$ cat config.mk
export PLATFORM = sky130hd
export DESIGN_NAME = fixed_slot_allocator_core
export DESIGN_NICKNAME = d
export VERILOG_FILES = /design/src/hdl/fsa_pkg.sv /design/src/hdl/fsa_cell.sv /design/src/hdl/fixed_slot_allocator_core.sv
export SDC_FILE = /design/constraint.sdc
export NUM_CORES = 1
export LEC_CHECK = 0
export ABC_AREA = 1
export BUFFER_PORTS_ARGS = -buffer_cell sky130_fd_sc_hd__buf_2
export CAP_MARGIN = 15
export CORE_MARGIN = 2
export CORE_UTILIZATION = 55
export DETAILED_ROUTE_END_ITERATION = 10
export GPL_TIMING_DRIVEN = 0
export HOLD_SLACK_MARGIN = 0.05
export PLACE_DENSITY = 0.75
export SLEW_MARGIN = 20
export SYNTH_ARGS = -nofsm -noshare
export SYNTH_HDL_FRONTEND = slang
export SYNTH_SLANG_ARGS = --single-unit
export TNS_END_PERCENT = 1
$ cat constraint.sdc
create_clock -name clk -period 3.78 [get_ports clk]
set_input_delay 0.189 -clock clk [delete_from_list [all_inputs] [get_ports clk]]
set_output_delay 0.189 -clock clk [all_outputs]
set_load 0.05 [all_outputs]
$ cat src/hdl/fsa_pkg.sv
// shared types and constants of the fixed slot allocator
package fsa_pkg;

	localparam int SLOTS_DEF = 64;

	localparam logic CMD_ALLOC = 1'b0;
	localparam logic CMD_FREE  = 1'b1;

	typedef struct packed {
		logic wr_en;
		logic wr_val;
		logic scan;
	} cell_ctl_t;

	typedef enum logic [3:0] {
		ST_IDLE = 4'b0001,
		ST_LOOK = 4'b0010,
		ST_SCAN = 4'b0100,
		ST_FIN  = 4'b1000
	} state_t;

endpackage

$ cat src/hdl/fsa_cell.sv
// one slot cell: used flag, address match and search token stage
module fsa_cell import fsa_pkg::*; #(
	parameter int IdxW = 6,
	parameter int Idx  = 0
) (
	input  logic            clk,
	input  logic            arst_n,
	input  cell_ctl_t       ctl,
	input  logic [IdxW-1:0] addr,
	input  logic            tok_in,
	output logic            tok_out,
	output logic            hit,
	output logic            take
);

	logic flag_q;
	logic tok_q;
	logic match;

	assign match   = (addr == IdxW'(Idx));
	assign hit     = match & flag_q;
	assign take    = ctl.scan & tok_in & ~flag_q;
	assign tok_out = tok_q;

	always_ff @(posedge clk or negedge arst_n) begin
		if (!arst_n) begin
			flag_q <= 1'b0;
			tok_q  <= 1'b0;
		end else begin
			if (ctl.wr_en && match) begin
				flag_q <= ctl.wr_val;
			end else if (take) begin
				flag_q <= 1'b1;
			end
			// token moves on past a used slot
			tok_q <= ctl.scan & tok_in & flag_q;
		end
	end

endmodule

$ cat src/hdl/fixed_slot_allocator_core.sv
// top level of the fixed slot allocator: control, count and the row of slot cells
//
// Command channel (cmd_valid/cmd_stall): cmd selects allocate or free, slot_index
// names the slot to free. Response channel (rsp_valid/rsp_stall): one response
// item per command with granted, slot, used_count, is_full, is_empty, bad_free.
// An item is taken at an edge with valid high and stall low.
// When the allocate finds the slot equal to the count free, or for a free or a
// failed allocate, the command passes ST_LOOK and ST_FIN to the output register.
// Otherwise a token walks the cell row one slot per cycle from slot 0 in ST_SCAN
// and stops at the lowest free slot, which is granted, before ST_FIN.
// The block takes one command at a time: the next command is accepted the cycle
// after the response is loaded into the output register.
// When the receiver stalls, the response holds in the output register and a
// finished command waits until the register frees; a new command may be
// accepted while the previous response is still waiting.
// Reset clears every used flag and the count: all slots free.
module fixed_slot_allocator_core import fsa_pkg::*; #(
	parameter int SLOTS = SLOTS_DEF,
	localparam int IdxW = $clog2(SLOTS),
	localparam int CntW = $clog2(SLOTS + 1)
) (
	input  logic            clk,
	input  logic            arst_n,
	input  logic            cmd_valid,
	output logic            cmd_stall,
	input  logic            cmd,
	input  logic [IdxW-1:0] slot_index,
	output logic            rsp_valid,
	input  logic            rsp_stall,
	output logic            granted,
	output logic [IdxW-1:0] slot,
	output logic [CntW-1:0] used_count,
	output logic            is_full,
	output logic            is_empty,
	output logic            bad_free
);

	state_t          state_q;
	logic            cmd_q;
	logic [IdxW-1:0] addr_q;
	logic            full_q;
	logic [CntW-1:0] count_q;
	logic [IdxW-1:0] scan_q;
	logic            granted_q;
	logic [IdxW-1:0] slot_q;
	logic            bad_q;

	logic            rsp_valid_q;
	logic            rsp_granted_q;
	logic [IdxW-1:0] rsp_slot_q;
	logic [CntW-1:0] rsp_count_q;
	logic            rsp_full_q;
	logic            rsp_empty_q;
	logic            rsp_bad_q;

	cell_ctl_t       ctl;
	logic [SLOTS-1:0] tok_v;
	logic [SLOTS-1:0] hit_v;
	logic [SLOTS-1:0] take_v;
	logic            hit_any;
	logic            take_any;
	logic            load;

	assign hit_any  = |hit_v;
	assign take_any = |take_v;

	assign ctl.wr_en  = (state_q == ST_LOOK) &&
		(((cmd_q == CMD_ALLOC) && !full_q && !hit_any) ||
		 ((cmd_q == CMD_FREE) && hit_any));
	assign ctl.wr_val = (cmd_q == CMD_ALLOC);
	assign ctl.scan   = (state_q == ST_SCAN);

	for (genvar i = 0; i < SLOTS; i++) begin : g_cell
		logic tok_in;
		if (i == 0) begin : g_head
			assign tok_in = (scan_q == '0);
		end else begin : g_link
			assign tok_in = tok_v[i-1];
		end
		fsa_cell #(
			.IdxW (IdxW),
			.Idx  (i)
		) u_cell (
			.clk     (clk),
			.arst_n  (arst_n),
			.ctl     (ctl),
			.addr    (addr_q),
			.tok_in  (tok_in),
			.tok_out (tok_v[i]),
			.hit     (hit_v[i]),
			.take    (take_v[i])
		);
	end

	assign load = (state_q == ST_FIN) && (!rsp_valid_q || !rsp_stall);

	always_ff @(posedge clk or negedge arst_n) begin
		if (!arst_n) begin
			state_q <= ST_IDLE;
			count_q <= '0;
			scan_q  <= '0;
		end else begin
			unique case (state_q)
				ST_IDLE: begin
					if (cmd_valid) begin
						state_q <= ST_LOOK;
					end
				end
				ST_LOOK: begin
					scan_q <= '0;
					if (cmd_q == CMD_ALLOC) begin
						if (full_q) begin
							state_q <= ST_FIN;
						end else if (!hit_any) begin
							count_q <= count_q + CntW'(1);
							state_q <= ST_FIN;
						end else begin
							state_q <= ST_SCAN;
						end
					end else begin
						if (hit_any) begin
							count_q <= count_q - CntW'(1);
						end
						state_q <= ST_FIN;
					end
				end
				ST_SCAN: begin
					if (take_any) begin
						count_q <= count_q + CntW'(1);
						state_q <= ST_FIN;
					end else begin
						scan_q <= scan_q + IdxW'(1);
					end
				end
				ST_FIN: begin
					if (load) begin
						state_q <= ST_IDLE;
					end
				end
				default: begin
					state_q <= ST_IDLE;
				end
			endcase
		end
	end

	always_ff @(posedge clk) begin
		if ((state_q == ST_IDLE) && cmd_valid) begin
			cmd_q  <= cmd;
			addr_q <= (cmd == CMD_FREE) ? slot_index : count_q[IdxW-1:0];
			full_q <= (count_q == CntW'(SLOTS));
		end
		if (state_q == ST_LOOK) begin
			granted_q <= (cmd_q == CMD_ALLOC) && !full_q && !hit_any;
			slot_q    <= ((cmd_q == CMD_ALLOC) && !full_q && !hit_any) ? addr_q : '0;
			bad_q     <= (cmd_q == CMD_FREE) && !hit_any;
		end
		if ((state_q == ST_SCAN) && take_any) begin
			granted_q <= 1'b1;
			slot_q    <= scan_q;
		end
	end

	always_ff @(posedge clk or negedge arst_n) begin
		if (!arst_n) begin
			rsp_valid_q <= 1'b0;
		end else if (load) begin
			rsp_valid_q <= 1'b1;
		end else if (!rsp_stall) begin
			rsp_valid_q <= 1'b0;
		end
	end

	always_ff @(posedge clk) begin
		if (load) begin
			rsp_granted_q <= granted_q;
			rsp_slot_q    <= slot_q;
			rsp_count_q   <= count_q;
			rsp_full_q    <= (count_q == CntW'(SLOTS));
			rsp_empty_q   <= (count_q == '0);
			rsp_bad_q     <= bad_q;
		end
	end

	assign cmd_stall  = (state_q != ST_IDLE);
	assign rsp_valid  = rsp_valid_q;
	assign granted    = rsp_granted_q;
	assign slot       = rsp_slot_q;
	assign used_count = rsp_count_q;
	assign is_full    = rsp_full_q;
	assign is_empty   = rsp_empty_q;
	assign bad_free   = rsp_bad_q;

endmodule

==> After elaboration in Yosys (flattened, before gate mapping) <==
Index checks and enable logic that the tools add are counted.
{ "word_totals": {"ff_bits": 178, "latchBits": 0, "mem_bits_rw": 0, "rom_bits": 0, "input_bits": 11, "out_inout_bits": 19, "word_cells": 844, "memories": 0} }
{ "classes": {"n_addsub": 3, "mul": 0, "div_mod_pow": 0, "magnitude_cmp": 0, "eq_ne": 77, "shift": 0, "muxes": 149, "bitwise_logic": 320, "n_reduce_logical": 152} }
{ "ops": {"columns": ["operator", "n"], "rows": [
  ["AND 1 bit", 255],
  ["== test 6 bit, second input constant", 32],
  ["nonzero test 2 bit", 66],
  ["2-to-1 mux 1 bit", 130],
  ["OR reduction 64 bit", 2],
  ["== test 6 x 5 -> 1 bit, second input constant", 16],
  ["logical AND 1 bit", 72],
  ["NOT 1 bit", 65],
  ["== test 6 x 4 -> 1 bit, second input constant", 8],
  ["2-to-1 mux 7 bit", 5],
  ["2-to-1 mux 6 bit", 5],
  ["== test 6 x 3 -> 1 bit, second input constant", 4],
  ["2-to-1 mux 4 bit", 6],
  ["case mux 4 bit (4 select lines)", 1],
  ["case mux 7 bit (2 select lines)", 1],
  ["== test 6 x 2 -> 1 bit, second input constant", 2],
  ["zero test 6 bit", 2],
  ["case mux 6 bit (2 select lines)", 1],
  ["inequality test 3 bit, second input constant", 3],
  ["inequality test 2 bit, second input constant", 4],
  ["adder 7 x 1 -> 7 bit, second input constant", 1],
  ["== test 7 bit, second input constant", 1],
  ["zero test 7 bit", 1],
  ["subtractor 7 x 1 -> 7 bit, second input constant", 1],
  ["other kinds (13)", 17]
]} }

==> Logic depth before layout (Yosys ltp) <==
{ "logic_depth": {"ltp_word": 9, "mapped_depth": 18, "ltp_nobuf": 17} }

==> Cells and area by module <==
From an unflattened synthesis, not the netlist that was laid out.
{ "unflattened": {"hier_cells": 1724, "area_unflattened_um2": 11524.8} }
{ "modules_own_cells": {"columns": ["mod", "instances", "cells_per_inst", "area_per_inst_um2", "seq_area_each_um2"], "rows": [
  ["fixed_slot_allocator_core", 1, 371, 2944.1, 1432.6],
  ["fsa_cell at g_cell[11].u_cell ...", 20, 20, 125.1, 50.0],
  ["fsa_cell at g_cell[10].u_cell ...", 8, 23, 160.2, 50.0],
  ["fsa_cell at g_cell[29].u_cell ...", 9, 21, 128.9, 50.0],
  ["fsa_cell at g_cell[12].u_cell ...", 7, 23, 140.1, 50.0],
  ["fsa_cell at g_cell[15].u_cell ...", 6, 19, 121.4, 50.0],
  ["fsa_cell at g_cell[16].u_cell ...", 4, 22, 138.9, 50.0],
  ["fsa_cell at g_cell[31].u_cell ...", 4, 20, 127.6, 50.0],
  ["fsa_cell at g_cell[49].u_cell ...", 2, 24, 148.9, 50.0],
  ["fsa_cell at g_cell[4].u_cell ...", 2, 25, 147.6, 50.0],
  ["fsa_cell at g_cell[63].u_cell", 1, 19, 135.1, 50.0],
  ["fsa_cell at g_cell[0].u_cell", 1, 20, 133.9, 50.0]
]} }

==> Least setup slack after synthesis <==
Ideal clock, no wire load.
{ "synth_timing": {"path_type": "reg-to-reg", "start": "register state_q[1]", "end": "register addr_q[0], enable pin", "setup_time_ns": 0.383, "arrival_time_ns": 2.252, "required_time_ns": 3.397, "setup_slack_ns": 1.145, "path_stages_with_launch": 15, "path_buffers": 1, "synth_period_minus_slack_ns": 2.635, "cell_sequence": "dfrtp_1 > nor2_1 > nand2_1 > inv_2 > clkbuf_1 > nand3_1 > nand2_1 > nor2_1 > nand2_1 > nor2_1 > nand2_1 > nor2_2 > nand2_1 > nand2_1 > nor3_1"} }
{ "synth_via": {"elab_chain_len": 2} }
{ "synth_rtl": {"columns": ["item", "line_no", "rtl"], "rows": [
  ["from (decl)", "fixed_slot_allocator_core.sv:38", "state_t state_q;"],
  ["from (signal assigned)", "fixed_slot_allocator_core.sv:99", "state_q <= ST_IDLE;"],
  ["from (signal assigned)", "fixed_slot_allocator_core.sv:106", "state_q <= ST_LOOK;"],
  ["from (signal assigned)", "fixed_slot_allocator_core.sv:113", "state_q <= ST_FIN;"],
  ["== test 4 x 1 -> 1 bit", "fixed_slot_allocator_core.sv:148", "if ((state_q == ST_IDLE) && cmd_valid) begin"],
  ["logical AND 1 bit", "fixed_slot_allocator_core.sv:148", null],
  ["to (signal assigned)", "fixed_slot_allocator_core.sv:150", "addr_q <= (cmd == CMD_FREE) ? slot_index : count_q[IdxW-1:0];"],
  ["to (decl)", "fixed_slot_allocator_core.sv:40", "logic [IdxW-1:0] addr_q;"]
]} }
No other way between the ends.
A chain may end at the register's enable or synchronous reset.

==> Worst setup path in the final report <==
Same ends and word-level chain as after synthesis.

==> impl_results.md <==
- Setup bufs post-CTS: 0
- Via count: 9872
- Initial drt markers: 1325
- Post-DP HPWL: 25.15 mm
- Hold Crit Endpoint: addr_q[5]
- Row cnt: 49
- Worst hold stages: 2
- Final net count: 1529
- Most frequent cells in the layout: nand2_1 (364), inv_1 (296), nand3_1 (198)
- Lkg Pwr: 5.753 nW
- Reg2reg start: state_q[1]
- Worst Setup Start Kind: register
- Final Power: 6.350 mW
- Die area: 19520 um2
- DP Area: 10600 um2
- Drt pass-1 iters: 6
- Final Cell Area: 11230 um2
- CP Class: reg -> reg
- IO Port Bufs: 29
- Max-Slew Margin vs Limit: 25.00%
- Seq/Total Area, Yosys: 45.51%
- Antenna cells: 0
- CORE AREA: 18020 um2
- Die X: 139.7 um
- Slew Viols, Final: 0
- Layout fillers: 1661
- CTS Root Cell: clkbuf_16
- Wire per inst: 20.22 um
- Dominant cell type by area after synthesis: dfrtp_1
- Gate Count Post-Synth: 1460
- Clock latency at the later pin of the worst-skew pair: 0.44 ns
- Max cap viols: 0
- Power per cell area: 565.2 nW/um2
- Run status: finished, violations left
- DRC violations left: 0
- CTS buffer count: 17
- Die Y: 139.7 um
- First-pass GRT wire length: 53.90 mm
- Worst Clk Skew: 0.009234 ns
- Final core utilization: 62.33%
- CP required: 3.85 ns
- Initial Util: 56.21%
- Max Clk Rate: 260.6 MHz
- Finish-stage setup viols: 8
- Layout cells sized above 1: 6.488%
- Worst VDD drop: 0.5716 mV
- Failing checks: setup timing
- CP Max Fanout: 10
- Via/cell ratio: 5.625
- Distinct cells, synth: 29
- R2R depth: 14
- WL final: 35.49 mm
- RSZ-0062 raised after global routing: yes
- Period Utilization, post-route: 101.5%
- GRT overflow: 0
- Synthesized area: 10130 um2
- Commonest non-fill, non-tap cell in the layout: nand2_1
- Boundary pin count: 30
- Largest net degree at the start of global routing: 81
- Setup tns final: -0.4441 ns
- Flops & latches, synth: 178
- Gp weighted congestion: 1.083
- Clock slew at the register clock pins of the worst setup and hold paths: 0.07 ns
- H-tree depth: 4
- Final Hold Viols: 0
- DRT antenna net count: 0
- Layout area overhead: 10.89%
- TritonCTS clock tree: built
- Hold path start: slot_index[5]
- CTS Sinks: 178
- Actual slew at the worst max-slew pin: 1.125 ns
- Post-synth net total: 1476
- Yosys warning count: 0
- CTS Buffer Depth: 2
- Internal reg-to-reg setup slack: -0.06 ns
- Hold Path Class: in -> reg
- Crit. End Element: register
- Setup ws final: -0.05730 ns
- Vias in the first global route: 9286
- GRT Resource Usage Total: 37.21%
- Antenna violations before repair: 0
- Min Tclk post-route: 3.837 ns
- Yosys top cell area share: 35.57%
- Top cells by area, synth: dfrtp_1 (36%), nand2_1 (13%), inv_1 (11%), nand3_1 (9.8%), edfxtp_1 (9.5%)
- R2R Path End: addr_q[0]
- Arr. time, crit path: 3.91 ns
- Avg Cell Area, Syn: 6.939 um2
==> routing by layer <==
metal | vias up | routed length [um] | GRT usage [%]
li1 | 4608 | - | -
met1 | 4593 | 14510 | 50.12
met2 | 546 | 15200 | 56.05
met3 | 125 | 3847 | 10.36
met4 | 0 | 1934 | 17.32
met5 | - | 0 | 0
==> critical path, cell delays in order (launching register included) <==
cell,delay (ns)
dfrtp_1,0.39
nor2_1,0.22
nand2_1,0.18
inv_2,0.14
buf_1,0.84
nand3_1,0.17
nand2_1,0.11
nor2_1,0.06
nand2_1,0.12
nor2_1,0.06
nand2_1,0.16
nor2_2,0.14
nand2_1,0.16
nand2_1,0.15
nor3_2,0.55
==> logic make-up after synthesis <==
family | share of synthesized area, %
xor gates and xnor gates | 1.124
buffers and inverters | 13.72
adders and majority gates | 0.6175
and+or+nand+nor | 33.86
muxes | 0.1111
AOI/OAI and AO/OA | 5.051
DFF | 45.51
==> power by group <==
part / switching (mW) / internal, mW / leakage [nW]
sequential: 0.235 / 2.27 / 2.31
clock: 0.824 / 0.988 / 0.285
combinational: 1.58 / 0.458 / 3.16
total: 2.64 / 3.72 / 5.75
==> synthesized netlist by cell type (all sizes together) <==
master / instances
a21oi: 4
buf: 18
clkbuf: 33
dfrtp: 144
dfstp: 1
dfxtp: 1
edfxtp: 32
ha: 5
inv: 304
mux2: 1
nand2: 367
nand3: 198
nand3b: 3
nand4: 9
nor2: 160
nor3: 71
o21ai: 90
o22ai: 3
o31ai: 3
xnor2: 1
xor2: 12
==> through the flow <==
step,worst slack (ns),hold slack (ns),cells
finish,-0.05730,0.05681,1755
global route,-0.1970,0.05591,1755
CTS,0.05901,0.05570,1755
detailed placement,-0.3190,0.1696,1719
global placement,-0.2130,0.3809,1718
floorplan,1.145,-0.1066,1460
==> layout make-up <==
| class | count | area, um2 | area share [%] |
|---|---|---|---|
| clock buffer | 19 | 432.9 | 3.853 |
| inverter | 304 | 1141 | 10.16 |
| buffer | 51 | 252.7 | 2.250 |
| clock inverter | 13 | 150.1 | 1.336 |
| multi-input combinational | 927 | 4138 | 36.83 |
| sequential | 178 | 4611 | 41.04 |
| timing repair buffer | 34 | 222.7 | 1.982 |
| tap | 229 | 286.5 | 2.550 |
==> how the worst max path moves through the flow <==
stage,startpoint,to,depth (start not counted)
CTS,state_q[1],addr_q[0],14
global route,state_q[1],addr_q[0],14
floorplan,state_q[1],addr_q[0],14
detailed placement,state_q[1],addr_q[1],14
finish,state_q[1],addr_q[0],14
global placement,state_q[1],addr_q[0],14
==> timing repair <==
item	CTS	global route
cloned	0	0
gates resized for setup	1	10
setup endpoints to repair	8	9
hold buffers	4	0
endpoints found under the hold margin	68	0
==> state kept, by name, indices dropped and copies added (netlist names) <==
register / count
slot: 6
count_q: 7
full_q: 1
state_q: 4
g_cell.u_cell.flag_q: 64
bad_q: 1
is_full: 1
granted_q: 1
is_empty: 1
used_count: 7
cmd_q: 1
granted: 1
slot_q: 6
rsp_valid: 1
addr_q: 6
bad_free: 1
g_cell.u_cell.tok_out: 63
scan_q: 6
Power figures use the tool's default switching activity.
